## src/sv/lvc_pkg.sv

```systemverilog
// Shared types, constants and helpers of the landing velocity controller.
`default_nettype none
package lvc_pkg;

	localparam int ACC_W = 41;

	localparam logic signed [40:0] NEAR_SQ_LIMIT = 41'sd600000;
	localparam logic signed [15:0] LAND_VZ       = -16'sd400;
	localparam logic signed [23:0] SLOPE_MAX     = 24'sh7FFFFF;
	localparam logic signed [23:0] SLOPE_MIN     = 24'sh800000;
	localparam logic signed [17:0] ERR_MAX       = 18'sh1FFFF;
	localparam logic signed [17:0] ERR_MIN       = 18'sh20000;
	localparam logic [4:0]         SQRT_LAST     = 5'd15;
	localparam logic [4:0]         DIV_LAST      = 5'd23;

	typedef enum logic [1:0] {
		MODE_TICK    = 2'd0,
		MODE_POSE    = 2'd1,
		MODE_GEAR_UP = 2'd2,
		MODE_HOLD    = 2'd3
	} mode_t;

	typedef enum logic [2:0] {
		REG_FAR_THRESHOLD = 3'd0,
		REG_GAIN_NEAR     = 3'd1,
		REG_GAIN_FAR      = 3'd2,
		REG_DERIV_GAIN    = 3'd3,
		REG_XY_LIMIT      = 3'd4,
		REG_Z_LIMIT       = 3'd5,
		REG_LAND_WINDOW   = 3'd6,
		REG_BASE_HEIGHT   = 3'd7
	} reg_idx_t;

	localparam logic [14:0] FAR_THRESHOLD_RST = 15'd4800;
	localparam logic [7:0]  GAIN_NEAR_RST     = 8'd33;
	localparam logic [7:0]  GAIN_FAR_RST      = 8'd128;
	localparam logic [7:0]  DERIV_GAIN_RST    = 8'd26;
	localparam logic [14:0] XY_LIMIT_RST      = 15'd1500;
	localparam logic [14:0] Z_LIMIT_RST       = 15'd1000;
	localparam logic [14:0] LAND_WINDOW_RST   = 15'd100;
	localparam logic [14:0] BASE_HEIGHT_RST   = 15'd3000;

	typedef struct packed {
		logic [14:0] far_threshold_mm;
		logic [7:0]  gain_near_q8;
		logic [7:0]  gain_far_q8;
		logic [7:0]  deriv_gain_q8;
		logic [14:0] xy_speed_limit;
		logic [14:0] z_speed_limit;
		logic [14:0] land_window_mm;
		logic [14:0] base_height_mm;
	} cfg_t;

	typedef enum logic [3:0] {
		OP_IDLE      = 4'd0,
		OP_LOAD      = 4'd1,
		OP_MAC       = 4'd2,
		OP_SQRT_INIT = 4'd3,
		OP_SQRT_STEP = 4'd4,
		OP_PLAN      = 4'd5,
		OP_DIV_STEP  = 4'd6,
		OP_DIV_FIN   = 4'd7,
		OP_VX        = 4'd8,
		OP_VY        = 4'd9,
		OP_ERR       = 4'd10,
		OP_VZ        = 4'd11,
		OP_FIN       = 4'd12
	} op_t;

	typedef enum logic [3:0] {
		SEL_XX = 4'd0,
		SEL_YY = 4'd1,
		SEL_DX = 4'd2,
		SEL_DY = 4'd3,
		SEL_DZ = 4'd4,
		SEL_PX = 4'd5,
		SEL_KX = 4'd6,
		SEL_PY = 4'd7,
		SEL_KY = 4'd8,
		SEL_ZD = 4'd9,
		SEL_EK = 4'd10
	} sel_t;

	typedef struct packed {
		op_t  op;
		sel_t sel;
		logic clr;
	} cmd_t;

	typedef struct packed {
		logic plan_go;
		logic hd_zero;
		logic sqrt_last;
		logic div_last;
	} status_t;

	// Saturate a signed value to +-lim.
	function automatic logic signed [15:0] sat16(input logic signed [23:0] v,
		input logic [14:0] lim);
		logic signed [23:0] lim_s;
		logic signed [15:0] res;
		lim_s = $signed({9'b0, lim});
		if (v > lim_s) begin
			res = $signed({1'b0, lim});
		end else if (v < -lim_s) begin
			res = -$signed({1'b0, lim});
		end else begin
			res = v[15:0];
		end
		return res;
	endfunction

endpackage
`default_nettype wire

```

## src/sv/lvc_regs.sv

```systemverilog
// Configuration register file behind the APB-style port.
`default_nettype none
module lvc_regs (
	input  wire logic         clk,
	input  wire logic         arst_n,
	input  wire logic         psel,
	input  wire logic         penable,
	input  wire logic         pwrite,
	input  wire logic [4:0]   paddr,
	input  wire logic [31:0]  pwdata,
	output logic [31:0]       prdata,
	output logic              pready,
	output lvc_pkg::cfg_t     cfg
);
	lvc_pkg::cfg_t cfg_q;
	lvc_pkg::reg_idx_t idx;

	assign idx = lvc_pkg::reg_idx_t'(paddr[4:2]);
	assign pready = 1'b1;
	assign cfg = cfg_q;

	always_ff @(posedge clk or negedge arst_n) begin
		if (!arst_n) begin
			cfg_q.far_threshold_mm <= lvc_pkg::FAR_THRESHOLD_RST;
			cfg_q.gain_near_q8     <= lvc_pkg::GAIN_NEAR_RST;
			cfg_q.gain_far_q8      <= lvc_pkg::GAIN_FAR_RST;
			cfg_q.deriv_gain_q8    <= lvc_pkg::DERIV_GAIN_RST;
			cfg_q.xy_speed_limit   <= lvc_pkg::XY_LIMIT_RST;
			cfg_q.z_speed_limit    <= lvc_pkg::Z_LIMIT_RST;
			cfg_q.land_window_mm   <= lvc_pkg::LAND_WINDOW_RST;
			cfg_q.base_height_mm   <= lvc_pkg::BASE_HEIGHT_RST;
		end else if (psel && penable && pwrite) begin
			case (idx)
				lvc_pkg::REG_FAR_THRESHOLD: cfg_q.far_threshold_mm <= pwdata[14:0];
				lvc_pkg::REG_GAIN_NEAR:     cfg_q.gain_near_q8     <= pwdata[7:0];
				lvc_pkg::REG_GAIN_FAR:      cfg_q.gain_far_q8      <= pwdata[7:0];
				lvc_pkg::REG_DERIV_GAIN:    cfg_q.deriv_gain_q8    <= pwdata[7:0];
				lvc_pkg::REG_XY_LIMIT:      cfg_q.xy_speed_limit   <= pwdata[14:0];
				lvc_pkg::REG_Z_LIMIT:       cfg_q.z_speed_limit    <= pwdata[14:0];
				lvc_pkg::REG_LAND_WINDOW:   cfg_q.land_window_mm   <= pwdata[14:0];
				lvc_pkg::REG_BASE_HEIGHT:   cfg_q.base_height_mm   <= pwdata[14:0];
				default: ;
			endcase
		end
	end

	always_comb begin
		case (idx)
			lvc_pkg::REG_FAR_THRESHOLD: prdata = {17'b0, cfg_q.far_threshold_mm};
			lvc_pkg::REG_GAIN_NEAR:     prdata = {24'b0, cfg_q.gain_near_q8};
			lvc_pkg::REG_GAIN_FAR:      prdata = {24'b0, cfg_q.gain_far_q8};
			lvc_pkg::REG_DERIV_GAIN:    prdata = {24'b0, cfg_q.deriv_gain_q8};
			lvc_pkg::REG_XY_LIMIT:      prdata = {17'b0, cfg_q.xy_speed_limit};
			lvc_pkg::REG_Z_LIMIT:       prdata = {17'b0, cfg_q.z_speed_limit};
			lvc_pkg::REG_LAND_WINDOW:   prdata = {17'b0, cfg_q.land_window_mm};
			lvc_pkg::REG_BASE_HEIGHT:   prdata = {17'b0, cfg_q.base_height_mm};
			default:                    prdata = 32'b0;
		endcase
	end
endmodule
`default_nettype wire

```

## src/sv/lvc_datapath.sv

```systemverilog
// Datapath: controller state, shared multiply-accumulate, square root and divider.
`default_nettype none
module lvc_datapath (
	input  wire logic               clk,
	input  wire logic               arst_n,
	input  lvc_pkg::cmd_t           cmd,
	output lvc_pkg::status_t        status,
	input  lvc_pkg::cfg_t           cfg,
	input  wire logic [1:0]         mode,
	input  wire logic signed [15:0] pos_x,
	input  wire logic signed [15:0] pos_y,
	input  wire logic signed [15:0] pos_z,
	input  wire logic               tag_lost,
	output logic signed [15:0]      vel_x,
	output logic signed [15:0]      vel_y,
	output logic signed [15:0]      vel_z,
	output logic                    landing_flag
);
	// Model state.
	logic signed [15:0] cur_x_q, cur_y_q, cur_z_q;
	logic signed [15:0] prev_x_q, prev_y_q, prev_z_q;
	logic signed [15:0] held_x_q, held_y_q, held_z_q;
	logic signed [23:0] slope_q;
	logic signed [17:0] last_err_q;
	logic               desc_en_q, plan_done_q, land_q;

	// Working registers.
	logic [1:0]                     mode_q;
	logic                           lost_q;
	logic signed [lvc_pkg::ACC_W-1:0] acc_q;
	logic [31:0]                    sq_n_q;
	logic [17:0]                    sq_rem_q;
	logic [15:0]                    hd_q;
	logic [23:0]                    num_q;
	logic [15:0]                    drem_q;
	logic [23:0]                    quo_q;
	logic                           dz_neg_q;
	logic [4:0]                     cnt_q;
	logic signed [15:0]             vx_q, vy_q;
	logic signed [17:0]             e_q;
	logic signed [15:0]             out_x_q, out_y_q, out_z_q;
	logic                           out_land_q;

	logic signed [16:0] dx, dy, dzp, xe, ye;
	logic [16:0]        abs_x, abs_y;
	logic [7:0]         kp_x, kp_y;
	logic signed [23:0] mul_a, sl;
	logic signed [18:0] mul_b, ediff;
	logic signed [42:0] prod;
	logic signed [lvc_pkg::ACC_W-1:0] acc_d, acc_rnd;
	logic signed [16:0] dz;
	logic [16:0]        abs_dz;
	logic [19:0]        sq_sh, sq_trial, sq_diff;
	logic               sq_ge;
	logic [16:0]        dv_sh;
	logic               dv_ge;
	logic signed [33:0] err_w;
	logic signed [17:0] err_c;
	logic signed [19:0] vz_e;
	logic signed [23:0] vz_raw;
	logic signed [15:0] vz_sat;
	logic               in_window;

	assign xe = 17'(cur_x_q);
	assign ye = 17'(cur_y_q);
	assign abs_x = xe[16] ? 17'(-xe) : 17'(xe);
	assign abs_y = ye[16] ? 17'(-ye) : 17'(ye);
	assign kp_x = (abs_x > {2'b0, cfg.far_threshold_mm}) ? cfg.gain_far_q8 : cfg.gain_near_q8;
	assign kp_y = (abs_y > {2'b0, cfg.far_threshold_mm}) ? cfg.gain_far_q8 : cfg.gain_near_q8;
	assign dx  = 17'(cur_x_q) - 17'(prev_x_q);
	assign dy  = 17'(cur_y_q) - 17'(prev_y_q);
	assign dzp = 17'(cur_z_q) - 17'(prev_z_q);
	assign sl = slope_q[23] ? 24'sd0 : slope_q;
	assign ediff = 19'(e_q) - 19'(last_err_q);

	always_comb begin
		case (cmd.sel)
			lvc_pkg::SEL_XX: begin mul_a = 24'(cur_x_q); mul_b = 19'(cur_x_q); end
			lvc_pkg::SEL_YY: begin mul_a = 24'(cur_y_q); mul_b = 19'(cur_y_q); end
			lvc_pkg::SEL_DX: begin mul_a = 24'(dx); mul_b = 19'(dx); end
			lvc_pkg::SEL_DY: begin mul_a = 24'(dy); mul_b = 19'(dy); end
			lvc_pkg::SEL_DZ: begin mul_a = 24'(dzp); mul_b = 19'(dzp); end
			lvc_pkg::SEL_PX: begin mul_a = 24'(cur_x_q); mul_b = $signed({11'b0, kp_x}); end
			lvc_pkg::SEL_KX: begin
				mul_a = 24'(dx); mul_b = $signed({11'b0, cfg.deriv_gain_q8});
			end
			lvc_pkg::SEL_PY: begin mul_a = 24'(cur_y_q); mul_b = $signed({11'b0, kp_y}); end
			lvc_pkg::SEL_KY: begin
				mul_a = 24'(dy); mul_b = $signed({11'b0, cfg.deriv_gain_q8});
			end
			lvc_pkg::SEL_ZD: begin mul_a = sl; mul_b = $signed({3'b0, hd_q}); end
			lvc_pkg::SEL_EK: begin
				mul_a = 24'(ediff); mul_b = $signed({11'b0, cfg.deriv_gain_q8});
			end
			default: begin mul_a = 24'sd0; mul_b = 19'sd0; end
		endcase
	end

	assign prod    = mul_a * mul_b;
	assign acc_d   = (cmd.clr ? '0 : acc_q) + prod[lvc_pkg::ACC_W-1:0];
	// Round half up: floor((s + 128) / 256).
	assign acc_rnd = (acc_q + 41'sd128) >>> 8;

	assign dz     = 17'(cur_z_q) - $signed({2'b0, cfg.base_height_mm});
	assign abs_dz = dz[16] ? 17'(-dz) : 17'(dz);

	assign status.plan_go   = !plan_done_q && (acc_q < lvc_pkg::NEAR_SQ_LIMIT);
	assign status.hd_zero   = (hd_q == 16'd0);
	assign status.sqrt_last = (cnt_q == lvc_pkg::SQRT_LAST);
	assign status.div_last  = (cnt_q == lvc_pkg::DIV_LAST);

	// One root bit per step.
	assign sq_sh    = {sq_rem_q, sq_n_q[31:30]};
	assign sq_trial = {2'b0, hd_q, 2'b01};
	assign sq_ge    = (sq_sh >= sq_trial);
	assign sq_diff  = sq_sh - sq_trial;

	// One quotient bit per step.
	assign dv_sh = {drem_q, num_q[23]};
	assign dv_ge = (dv_sh >= {1'b0, hd_q});

	assign err_w = $signed({19'b0, cfg.base_height_mm}) + 34'(acc_q >>> 8) - 34'(cur_z_q);
	always_comb begin
		if (err_w > 34'(lvc_pkg::ERR_MAX)) begin
			err_c = lvc_pkg::ERR_MAX;
		end else if (err_w < 34'(lvc_pkg::ERR_MIN)) begin
			err_c = lvc_pkg::ERR_MIN;
		end else begin
			err_c = err_w[17:0];
		end
	end

	assign vz_e = 20'(e_q) + 20'(acc_rnd);
	always_comb begin
		if (land_q) begin
			vz_raw = 24'(held_z_q);
		end else if (!desc_en_q) begin
			vz_raw = 24'sd0;
		end else if (e_q[17]) begin
			vz_raw = 24'(vz_e);
		end else begin
			vz_raw = 24'(held_z_q);
		end
	end
	assign vz_sat = lvc_pkg::sat16(vz_raw, cfg.z_speed_limit);
	assign in_window = (abs_x < {2'b0, cfg.land_window_mm}) &&
		(abs_y < {2'b0, cfg.land_window_mm});

	always_ff @(posedge clk or negedge arst_n) begin
		if (!arst_n) begin
			cur_x_q <= '0; cur_y_q <= '0; cur_z_q <= '0;
			prev_x_q <= '0; prev_y_q <= '0; prev_z_q <= '0;
			held_x_q <= '0; held_y_q <= '0; held_z_q <= '0;
			slope_q <= '0;
			last_err_q <= '0;
			desc_en_q <= 1'b0;
			plan_done_q <= 1'b0;
			land_q <= 1'b0;
		end else begin
			case (cmd.op)
				lvc_pkg::OP_LOAD: begin
					if (mode == lvc_pkg::MODE_POSE) begin
						prev_x_q <= cur_x_q; prev_y_q <= cur_y_q; prev_z_q <= cur_z_q;
						cur_x_q <= pos_x; cur_y_q <= pos_y; cur_z_q <= pos_z;
					end else if (mode == lvc_pkg::MODE_GEAR_UP) begin
						cur_x_q <= '0; cur_y_q <= '0; cur_z_q <= '0;
						held_x_q <= '0; held_y_q <= '0; held_z_q <= '0;
						slope_q <= '0;
						last_err_q <= '0;
						desc_en_q <= 1'b0;
						plan_done_q <= 1'b0;
						land_q <= 1'b0;
					end
				end
				lvc_pkg::OP_PLAN: begin
					if (status.plan_go) begin
						desc_en_q <= !dz[16] && (dz != 17'sd0);
						plan_done_q <= 1'b1;
						if (hd_q == 16'd0) begin
							if (dz[16]) begin
								slope_q <= lvc_pkg::SLOPE_MIN;
							end else if (dz != 17'sd0) begin
								slope_q <= lvc_pkg::SLOPE_MAX;
							end else begin
								slope_q <= '0;
							end
						end
					end
				end
				lvc_pkg::OP_DIV_FIN: begin
					if (!dz_neg_q) begin
						slope_q <= quo_q[23] ? lvc_pkg::SLOPE_MAX : $signed(quo_q);
					end else if (quo_q > 24'h800000) begin
						slope_q <= lvc_pkg::SLOPE_MIN;
					end else begin
						slope_q <= -$signed(quo_q);
					end
				end
				lvc_pkg::OP_VZ: begin
					held_x_q <= vx_q;
					held_y_q <= vy_q;
					held_z_q <= in_window ? lvc_pkg::LAND_VZ : vz_sat;
					if (in_window) begin
						land_q <= 1'b1;
					end
					if (!land_q && desc_en_q) begin
						last_err_q <= e_q;
					end
				end
				lvc_pkg::OP_FIN: begin
					if (!mode_q[1] && lost_q) begin
						held_x_q <= '0;
						held_y_q <= '0;
					end
				end
				default: ;
			endcase
		end
	end

	always_ff @(posedge clk) begin
		case (cmd.op)
			lvc_pkg::OP_LOAD: begin
				mode_q <= mode;
				lost_q <= tag_lost;
			end
			lvc_pkg::OP_MAC: acc_q <= acc_d;
			lvc_pkg::OP_SQRT_INIT: begin
				sq_n_q <= acc_q[31:0];
				sq_rem_q <= '0;
				hd_q <= '0;
				cnt_q <= '0;
			end
			lvc_pkg::OP_SQRT_STEP: begin
				sq_rem_q <= sq_ge ? sq_diff[17:0] : sq_sh[17:0];
				hd_q <= {hd_q[14:0], sq_ge};
				sq_n_q <= {sq_n_q[29:0], 2'b00};
				cnt_q <= cnt_q + 5'd1;
			end
			lvc_pkg::OP_PLAN: begin
				num_q <= {abs_dz[15:0], 8'b0};
				drem_q <= '0;
				dz_neg_q <= dz[16];
				cnt_q <= '0;
			end
			lvc_pkg::OP_DIV_STEP: begin
				drem_q <= dv_ge ? 16'(dv_sh - {1'b0, hd_q}) : dv_sh[15:0];
				quo_q <= {quo_q[22:0], dv_ge};
				num_q <= {num_q[22:0], 1'b0};
				cnt_q <= cnt_q + 5'd1;
			end
			lvc_pkg::OP_VX: vx_q <= lvc_pkg::sat16(24'(acc_rnd), cfg.xy_speed_limit);
			lvc_pkg::OP_VY: vy_q <= lvc_pkg::sat16(24'(acc_rnd), cfg.xy_speed_limit);
			lvc_pkg::OP_ERR: e_q <= err_c;
			lvc_pkg::OP_FIN: begin
				out_x_q <= (!mode_q[1] && lost_q) ? 16'sd0 : held_x_q;
				out_y_q <= (!mode_q[1] && lost_q) ? 16'sd0 : held_y_q;
				out_z_q <= held_z_q;
				out_land_q <= land_q;
			end
			default: ;
		endcase
	end

	assign vel_x = out_x_q;
	assign vel_y = out_y_q;
	assign vel_z = out_z_q;
	assign landing_flag = out_land_q;
endmodule
`default_nettype wire

```

## src/sv/lvc_ctrl.sv

```systemverilog
// Sequencer that steps the datapath through one control tick.
`default_nettype none
module lvc_ctrl (
	input  wire logic         clk,
	input  wire logic         arst_n,
	input  wire logic         in_valid,
	output logic              in_stall,
	input  wire logic [1:0]   mode,
	output logic              out_valid,
	input  wire logic         out_stall,
	output lvc_pkg::cmd_t     cmd,
	input  lvc_pkg::status_t  status
);
	typedef enum logic [21:0] {
		S_IDLE = 22'h000001,
		S_XX   = 22'h000002,
		S_YY   = 22'h000004,
		S_SQI  = 22'h000008,
		S_SQS  = 22'h000010,
		S_DX   = 22'h000020,
		S_DY   = 22'h000040,
		S_DZ   = 22'h000080,
		S_PLAN = 22'h000100,
		S_DVS  = 22'h000200,
		S_DVF  = 22'h000400,
		S_PX   = 22'h000800,
		S_KX   = 22'h001000,
		S_VX   = 22'h002000,
		S_PY   = 22'h004000,
		S_KY   = 22'h008000,
		S_VY   = 22'h010000,
		S_ZD   = 22'h020000,
		S_ERR  = 22'h040000,
		S_EK   = 22'h080000,
		S_VZ   = 22'h100000,
		S_FIN  = 22'h200000
	} state_t;

	state_t state_q, state_d;
	logic   out_valid_q;
	logic   fin_go;

	assign in_stall  = (state_q != S_IDLE);
	assign out_valid = out_valid_q;
	assign fin_go    = (state_q == S_FIN) && (!out_valid_q || !out_stall);

	always_comb begin
		state_d = state_q;
		cmd.op  = lvc_pkg::OP_IDLE;
		cmd.sel = lvc_pkg::SEL_XX;
		cmd.clr = 1'b0;
		case (state_q)
			S_IDLE: begin
				if (in_valid) begin
					cmd.op = lvc_pkg::OP_LOAD;
					state_d = (mode == lvc_pkg::MODE_POSE) ? S_XX : S_FIN;
				end
			end
			S_XX: begin
				cmd.op = lvc_pkg::OP_MAC; cmd.sel = lvc_pkg::SEL_XX; cmd.clr = 1'b1;
				state_d = S_YY;
			end
			S_YY: begin
				cmd.op = lvc_pkg::OP_MAC; cmd.sel = lvc_pkg::SEL_YY;
				state_d = S_SQI;
			end
			S_SQI: begin
				cmd.op = lvc_pkg::OP_SQRT_INIT;
				state_d = S_SQS;
			end
			S_SQS: begin
				cmd.op = lvc_pkg::OP_SQRT_STEP;
				if (status.sqrt_last) begin
					state_d = S_DX;
				end
			end
			S_DX: begin
				cmd.op = lvc_pkg::OP_MAC; cmd.sel = lvc_pkg::SEL_DX; cmd.clr = 1'b1;
				state_d = S_DY;
			end
			S_DY: begin
				cmd.op = lvc_pkg::OP_MAC; cmd.sel = lvc_pkg::SEL_DY;
				state_d = S_DZ;
			end
			S_DZ: begin
				cmd.op = lvc_pkg::OP_MAC; cmd.sel = lvc_pkg::SEL_DZ;
				state_d = S_PLAN;
			end
			S_PLAN: begin
				cmd.op = lvc_pkg::OP_PLAN;
				state_d = (status.plan_go && !status.hd_zero) ? S_DVS : S_PX;
			end
			S_DVS: begin
				cmd.op = lvc_pkg::OP_DIV_STEP;
				if (status.div_last) begin
					state_d = S_DVF;
				end
			end
			S_DVF: begin
				cmd.op = lvc_pkg::OP_DIV_FIN;
				state_d = S_PX;
			end
			S_PX: begin
				cmd.op = lvc_pkg::OP_MAC; cmd.sel = lvc_pkg::SEL_PX; cmd.clr = 1'b1;
				state_d = S_KX;
			end
			S_KX: begin
				cmd.op = lvc_pkg::OP_MAC; cmd.sel = lvc_pkg::SEL_KX;
				state_d = S_VX;
			end
			S_VX: begin
				cmd.op = lvc_pkg::OP_VX;
				state_d = S_PY;
			end
			S_PY: begin
				cmd.op = lvc_pkg::OP_MAC; cmd.sel = lvc_pkg::SEL_PY; cmd.clr = 1'b1;
				state_d = S_KY;
			end
			S_KY: begin
				cmd.op = lvc_pkg::OP_MAC; cmd.sel = lvc_pkg::SEL_KY;
				state_d = S_VY;
			end
			S_VY: begin
				cmd.op = lvc_pkg::OP_VY;
				state_d = S_ZD;
			end
			S_ZD: begin
				cmd.op = lvc_pkg::OP_MAC; cmd.sel = lvc_pkg::SEL_ZD; cmd.clr = 1'b1;
				state_d = S_ERR;
			end
			S_ERR: begin
				cmd.op = lvc_pkg::OP_ERR;
				state_d = S_EK;
			end
			S_EK: begin
				cmd.op = lvc_pkg::OP_MAC; cmd.sel = lvc_pkg::SEL_EK; cmd.clr = 1'b1;
				state_d = S_VZ;
			end
			S_VZ: begin
				cmd.op = lvc_pkg::OP_VZ;
				state_d = S_FIN;
			end
			S_FIN: begin
				// Wait until the output register is free.
				if (fin_go) begin
					cmd.op = lvc_pkg::OP_FIN;
					state_d = S_IDLE;
				end
			end
			default: state_d = S_IDLE;
		endcase
	end

	always_ff @(posedge clk or negedge arst_n) begin
		if (!arst_n) begin
			state_q <= S_IDLE;
			out_valid_q <= 1'b0;
		end else begin
			state_q <= state_d;
			if (fin_go) begin
				out_valid_q <= 1'b1;
			end else if (!out_stall) begin
				out_valid_q <= 1'b0;
			end
		end
	end
endmodule
`default_nettype wire

```

## src/sv/landing_velocity_controller.sv

```systemverilog
// Landing velocity controller top level.
// Usage:
//  The input channel (in_valid / in_stall) carries one control tick: mode,
//  pos_x, pos_y, pos_z and tag_lost. A transfer happens at a rising edge with
//  in_valid high and in_stall low. Each tick yields exactly one result on the
//  output channel (out_valid / out_stall): vel_x, vel_y, vel_z, landing_flag.
//  A tick with a new pose runs the square root and, when the glide slope is
//  planned from a nonzero distance, the divider; other ticks skip both. Both
//  deliver one bit per cycle on a shared sequencer with one multiply-accumulate
//  unit. One tick is in work at a time, so the next tick is taken at the
//  earliest in the cycle its predecessor's result becomes available.
//  The result sits in an output register, so the next tick is taken while an
//  earlier result waits; if the receiver stalls, the block holds its next
//  result in its final step until the output register frees up.
//  Reset clears the model state and the sequencer and loads the register defaults.
//  Registers are written over the APB-style port at byte address 4*index;
//  the user must write them only while the block is idle, as the block leaves that to the user.
`default_nettype none
module landing_velocity_controller (
	input  wire logic               clk,
	input  wire logic               arst_n,
	input  wire logic               psel,
	input  wire logic               penable,
	input  wire logic               pwrite,
	input  wire logic [4:0]         paddr,
	input  wire logic [31:0]        pwdata,
	output logic [31:0]             prdata,
	output logic                    pready,
	input  wire logic               in_valid,
	output logic                    in_stall,
	input  wire logic [1:0]         mode,
	input  wire logic signed [15:0] pos_x,
	input  wire logic signed [15:0] pos_y,
	input  wire logic signed [15:0] pos_z,
	input  wire logic               tag_lost,
	output logic                    out_valid,
	input  wire logic               out_stall,
	output logic signed [15:0]      vel_x,
	output logic signed [15:0]      vel_y,
	output logic signed [15:0]      vel_z,
	output logic                    landing_flag
);
	lvc_pkg::cfg_t    cfg;
	lvc_pkg::cmd_t    cmd;
	lvc_pkg::status_t status;

	lvc_regs u_regs (
		.clk(clk), .arst_n(arst_n), .psel(psel), .penable(penable), .pwrite(pwrite),
		.paddr(paddr), .pwdata(pwdata), .prdata(prdata), .pready(pready), .cfg(cfg)
	);

	lvc_ctrl u_ctrl (
		.clk(clk), .arst_n(arst_n), .in_valid(in_valid), .in_stall(in_stall),
		.mode(mode), .out_valid(out_valid), .out_stall(out_stall),
		.cmd(cmd), .status(status)
	);

	lvc_datapath u_dp (
		.clk(clk), .arst_n(arst_n), .cmd(cmd), .status(status), .cfg(cfg),
		.mode(mode), .pos_x(pos_x), .pos_y(pos_y), .pos_z(pos_z), .tag_lost(tag_lost),
		.vel_x(vel_x), .vel_y(vel_y), .vel_z(vel_z), .landing_flag(landing_flag)
	);
endmodule
`default_nettype wire

```

## config.mk

```make
export PLATFORM = sky130hd
export DESIGN_NAME = landing_velocity_controller
export DESIGN_NICKNAME = d
export VERILOG_FILES = /design/src/sv/lvc_pkg.sv /design/src/sv/lvc_regs.sv /design/src/sv/lvc_datapath.sv /design/src/sv/lvc_ctrl.sv /design/src/sv/landing_velocity_controller.sv
export SDC_FILE = /design/constraint.sdc
export NUM_CORES = 2
export LEC_CHECK = 0
export BUFFER_PORTS_ARGS = -buffer_cell sky130_fd_sc_hd__buf_2
export CAP_MARGIN = 20
export CORE_ASPECT_RATIO = 0.7
export CORE_MARGIN = 10
export CORE_UTILIZATION = 54
export CTS_CLUSTER_SIZE = 14
export DETAILED_ROUTE_END_ITERATION = 7
export PLACE_DENSITY_LB_ADDON = 0.25
export SETUP_SLACK_MARGIN = 0.2
export SLEW_MARGIN = 40
export SYNTH_ARGS = -nofsm -noshare
export SYNTH_HDL_FRONTEND = slang
export SYNTH_HIERARCHICAL = 1
export SYNTH_SLANG_ARGS = --single-unit
```

## constraint.sdc

```tcl
create_clock -name clk -period 12.8 [get_ports clk]
set_input_delay 1.28 -clock clk [delete_from_list [all_inputs] [get_ports clk]]
set_output_delay 1.28 -clock clk [all_outputs]
set_load 0.05 [all_outputs]
```

[Yosys cells after proc, flatten, opt, wreduce, memory -nomap -nowiden]
Cells that the tools add are included.
Storage, ports and cells
  bits in registers: 590
  logic and storage cells: 273
  output and inout bits: 84
Operators by class
  multipliers: 1
  reduce and logical (&&, ||, !) cells: 55
  add/sub/neg operators: 21
  muxes and demuxes: 73
  equal/unequal tests: 67
  $lt $le $gt $ge: 14
Operators by type and width (count)
  $pmux 22 s22: 1
  $pmux 32 s8: 1
  $mux 24: 10
  $mux 16: 14
  $pmux 19 s9: 1
  $pmux 24 s7: 1
  $mux 22: 5
  $pmux 16 s2: 3
  $pmux 16 s3: 2
  $mux 18: 5
  $pmux 18 s2: 2
  $pmux 24 s3: 1
  $mux 23: 3
  $sub 16x16->17: 4
  $pmux 32 s2: 1
  $gt 24x16->1: 2
  $lt 24x24->1: 2
  $neg 15->24: 2
  $pmux 24 s2: 1
  $pmux 4 s12: 1
  $add 41x41->41: 1
  $lt 41x21->1 const B: 1
  $mul 24x19->41: 1
  $mux 41: 1
  other kinds (80): 165

[Logic depth before layout (Yosys ltp)]
  depth after elaboration: 10
  mapped depth: 44

[Hierarchy]
Netlist, hierarchy kept.
By module, submodules not included
  lvc_datapath: area an instance 51743.4 um^2, cells an instance 5667, times used 1
  lvc_regs: area an instance 4839.6 um^2, cells an instance 360, times used 1
  lvc_ctrl: area an instance 1358.8 um^2, cells an instance 142, times used 1

[Worst setup path after synthesis]
OpenSTA, ideal clock, no wires.
  kind: flip-flop to flip-flop
  from: reg u_dp.cur_x_q[5]
  to: reg u_dp/acc_q[39] (netlist bit) (data pin)
  cell stages (with the launch flop): 38
  setup slack: 2717 ps
  buffers on the path: 2
  arrival: 9826 ps
  period minus slack after synthesis: 10083 ps
  setup time: 258 ps
  required time: 12542 ps
  path through: dfrtp_1 -> clkbuf_1 -> or4_1 -> or2_1 -> or2_2 -> o31ai_1 -> xnor2_1 -> ha_1 -> nand4_1 -> o21ai_0 -> a211oi_1 -> a21oi_4 -> mux2i_1 -> o221ai_1 -> buf_2 -> and2_1 -> fa_1 -> inv_1 -> [2 not listed] -> fa_1 -> fa_1 -> fa_1 -> fa_1 -> inv_1 -> fa_1 -> inv_1 -> ha_1 -> a21oi_1 -> nor2b_1 -> o21ai_0 -> nand2b_1 -> a21o_1 -> a21oi_1 -> o211ai_1 -> a41o_1 -> a21oi_1 -> xnor2_1
On the way
  cells in the longest elaborated chain, start to end: 7
  elaborated cells between the ends (all ways): 9
  classes of those cells: 3 x add/sub; 1 x mul; 1 x order compare; 4 x mux
RTL lines
  start: declaration: RTL line lvc_datapath.sv:20  | logic signed [15:0] cur_x_q, cur_y_q, cur_z_q;
  start signal: assignment: RTL line lvc_datapath.sv:164  | cur_x_q <= pos_x; cur_y_q <= pos_y; cur_z_q <= pos_z;
  $neg 16->17: RTL line lvc_datapath.sv:66  | assign abs_x = xe[16] ? 17'(-xe) : 17'(xe);
  $mux 17: RTL line lvc_datapath.sv:66
  $gt 17x15->1: RTL line lvc_datapath.sv:68  | assign kp_x = (abs_x > {2'b0, cfg.far_threshold_mm}) ? cfg.gain_far_q8 : cfg.gain_near_q8;
  $mux 8: RTL line lvc_datapath.sv:68
  $pmux 19 s9: RTL line lvc_datapath.sv:77  | case (cmd.sel)
  $mul 24x19->41 *: RTL line lvc_datapath.sv:99  | assign prod = mul_a * mul_b;
  $add 41x41->41 *: RTL line lvc_datapath.sv:100  | assign acc_d = (cmd.clr ? '0 : acc_q) + prod[lvc_pkg::ACC_W-1:0];
  named net u_dp.acc_d (one bit): RTL line lvc_datapath.sv:50  | logic signed [lvc_pkg::ACC_W-1:0] acc_d, acc_rnd;
  end signal: assignment: RTL line lvc_datapath.sv:227  | lvc_pkg::OP_MAC: acc_q <= acc_d;
  end: declaration: RTL line lvc_datapath.sv:30  | logic signed [lvc_pkg::ACC_W-1:0] acc_q;
The timed path passes the listed nets; every way through them passes the cells marked *.
A chain may end at the register's enable or synchronous reset.

==> qor.yml <==
status: "completed"
initial_core_util: 0.545
synthAdderAreaFrac: 0.274
yosys.area_share.simple: 0.149
cap_viol_max_count: 0
synth_seq_cells: 581
synth_edf_count: 270
cts_tree: "built"
routed_wl_mm: 182
synth_xor_xnor_area_share: 0.0388
ys_types: 110
slew_headroom: 0.357
final_cell_mix: "inv_1 (970), nand2_1 (529), fa_1 (506)"
fmax_mhz: 84.0
synthFlopType: "dfrtp_1"
netlist_area_um2: 57900
routed_via_density: 6.00
grt_pass1_vias: 44808
cts.sinks: 581
ios: 179
dpl_worst_slack_ns: 1.14
syn_inst: 6169
cts.clk_slew.worst_paths_ns: 0.07
hold_ws_ns: 0.446
synth_top_family_by_area: "adder cells"
p_leak_uw: 0.0289
period_share: 0.930
finClkSkew_ns: 0.0606
layout-drive-gt1-share: 0.106
numCtsBuffers: 60
cts-htree-levels: 2
worstPathRequired_ns: 13.22
grt_start_max_net_pins: 136
crit_path_max_incr_delay_ns: 0.62
die_area_um2: 121000
vdd.ir_drop.worst_uv: 228
routabilityCongestion: 0.997
finalSetupViolations: 0
worstPathArrival_ns: 12.33
tns_ns: 0
rsz0062_at_grt: "false"
clockBufferDepth: 3
root_buffer: "clkbuf_16"
wl_per_cell_um: 23.5
fin_util: 0.591
fin_ws_ns: 0.892
ant_nets: 0
path_max_fanout: 12
synth_compound_area_frac: 0.139
min_path_type: "in2async"
nNetsFinal: 7338
powerDensity_nw_per_um2: 237
die_x_um: 412
syn_to_final_growth_pct: 8.44
slowest_stage: "fa_1"
synth.avg_cell_area_um2: 9.39
placementRows: 100
crit_path_end_kind: "register"
final_common_cell: "inv_1"
vias: 46582
yosys-mux-area-fraction: 0.0425
dieHeight_um: 294
drc: 0
synth_warnings: 6
io_buffer_count: 141
tightest_slew_ns: 0.940
instances_no_fill: 7758
dp_cells: 7641
slew_violations: 0
async_flop_share: 0.535
critPathMostFrequentCell: "fa_1"
core-area_um2: 106000
clk_latency_ns: 0.69
dr.pass1.iters: 8
cts_hold_buf: 0
layout_min_cycle_time_ns: 11.91
postCtsSetupBuffers: 0
drtIter0Drc: 5735
grt_antenna_before_repair: 4
grt_pass1_wl_mm: 279
worst_setup_path_start_kind: "register"
yosysSeqAreaShare: 0.275
hold_violations: 0
grt_util_all_layers: 0.298
dp_hpwl_mm: 147
critical_path_class: "reg2reg"
grt_remaining_overflow: 0
cts.repair.resized: 0
==> cells in the mapped netlist, drive strengths merged, types with 34 or more instances <==
cell | count | area share
inv | 971 | 0.063
nand2 | 532 | 0.035
fa | 506 | 0.17
nor2 | 478 | 0.031
ha | 460 | 0.099
dfrtp | 277 | 0.12
edfxtp | 270 | 0.14
a21oi | 236 | 0.021
o21ai | 206 | 0.018
xnor2 | 191 | 0.029
clkbuf | 187 | 0.012
mux2 | 148 | 0.029
a22o | 118 | 0.018
a21o | 116 | 0.015
nor3 | 113 | 0.0099
nor2b | 93 | 0.010
nand3 | 89 | 0.0079
mux2i | 76 | 0.013
nand2b | 73 | 0.0079
xor2 | 66 | 0.010
a211oi | 57 | 0.0076
and2 | 56 | 0.0060
buf | 56 | 0.0061
nand4 | 54 | 0.0059
o21a | 54 | 0.0070
or3 | 52 | 0.0057
nor4 | 42 | 0.0059
and3 | 36 | 0.0039
nor3b | 35 | 0.0046
o22ai | 35 | 0.0038
dfstp | 34 | 0.015
o211ai | 34 | 0.0044
==> state kept, by name (all words and copies together), names as in the netlist, 18 cells and up <==
register / cells
u_ctrl/state_q: 22
u_dp/acc_q: 41
u_dp/e_q: 18
u_dp/last_err_q: 18
u_dp/quo_q: 24
u_dp/slope_q: 24
u_dp/sq_n_q: 32
u_dp/sq_rem_q: 18
u_regs/cfg: 99
==> per-layer routing <==
layer / up-vias / track usage / wire length (um)
li1: 21193 / - / -
met1: 22812 / 0.452 / 82500
met2: 2302 / 0.408 / 71200
met3: 271 / 0.0875 / 22700
met4: 4 / 0.0790 / 5440
met5: - / 0 / 22
==> stage by stage <==
step           area, um2  power [uW]
3_5_place_dp       60800       12800
2_1_floorplan      58000       10200
4_1_cts            62700       14700
6_report           62800       14900
3_3_place_gp       60700       12600
5_1_grt            62800       16200
==> logic make-up (layout without fill, tap and decap cells) <==
group	Yosys count	count (layout)
AOI/OAI and AO/OA	1158	1158
xor gates and xnor gates	257	257
adders and majority gates	966	966
buffers and inverters	1214	1353
DFF	581	581
muxes	224	224
other	4	26
and+or+nand+nor	1765	1765
==> critical path: cells and delay by family, from the launching register on <==
kind                       cells  cell delay, ns
adders and majority gates      8            4.18
DFF                            1            0.44
AOI/OAI and AO/OA             10            2.32
buffers and inverters          6            0.50
xor gates and xnor gates       1            0.11
and+or+nand+nor               13            4.08
==> report_power, final <==
part | switching (uW) | internal, uW | total (uW)
clock network | 822 | 994 | 1820
logic | 6060 | 4060 | 10100
registers | 392 | 2550 | 2950
total | 7270 | 7610 | 14900
==> final timing paths <==
| check | from | to | slack, ns | cells past startpoint |
|---|---|---|---|---|
| max | u_ctrl/state_q[4] | u_dp/acc_q[40] | 0.89 | 38 |
| max in group asynchronous | arst_n | u_dp/held_x_q[2] | 10.17 | 4 |
| min reg2reg | u_dp/sq_n_q[1] | u_dp/sq_n_q[3] | 0.46 | 2 |
| max reg2reg | u_ctrl/state_q[4] | u_dp/acc_q[40] | 0.89 | 38 |
| min | arst_n | u_dp/cur_x_q[10] | 0.45 | 1 |
| min in group clk | u_dp/sq_n_q[1] | u_dp/sq_n_q[3] | 0.46 | 2 |
==> final cells by class <==
| class | instances | area (um2) |
|---|---|---|
| flip-flops and latches | 581 | 15900 |
| diodes | 2 | 5.00 |
| clock buffers | 89 | 1750 |
| inverters | 971 | 3640 |
| multi-input cells | 4394 | 37700 |
| well taps | 1428 | 1790 |
| repair buffers | 269 | 1730 |
| clock inverters | 24 | 231 |
| fillers | 9254 | 43500 |
Note: power is estimated with default switching activity, not from simulation.
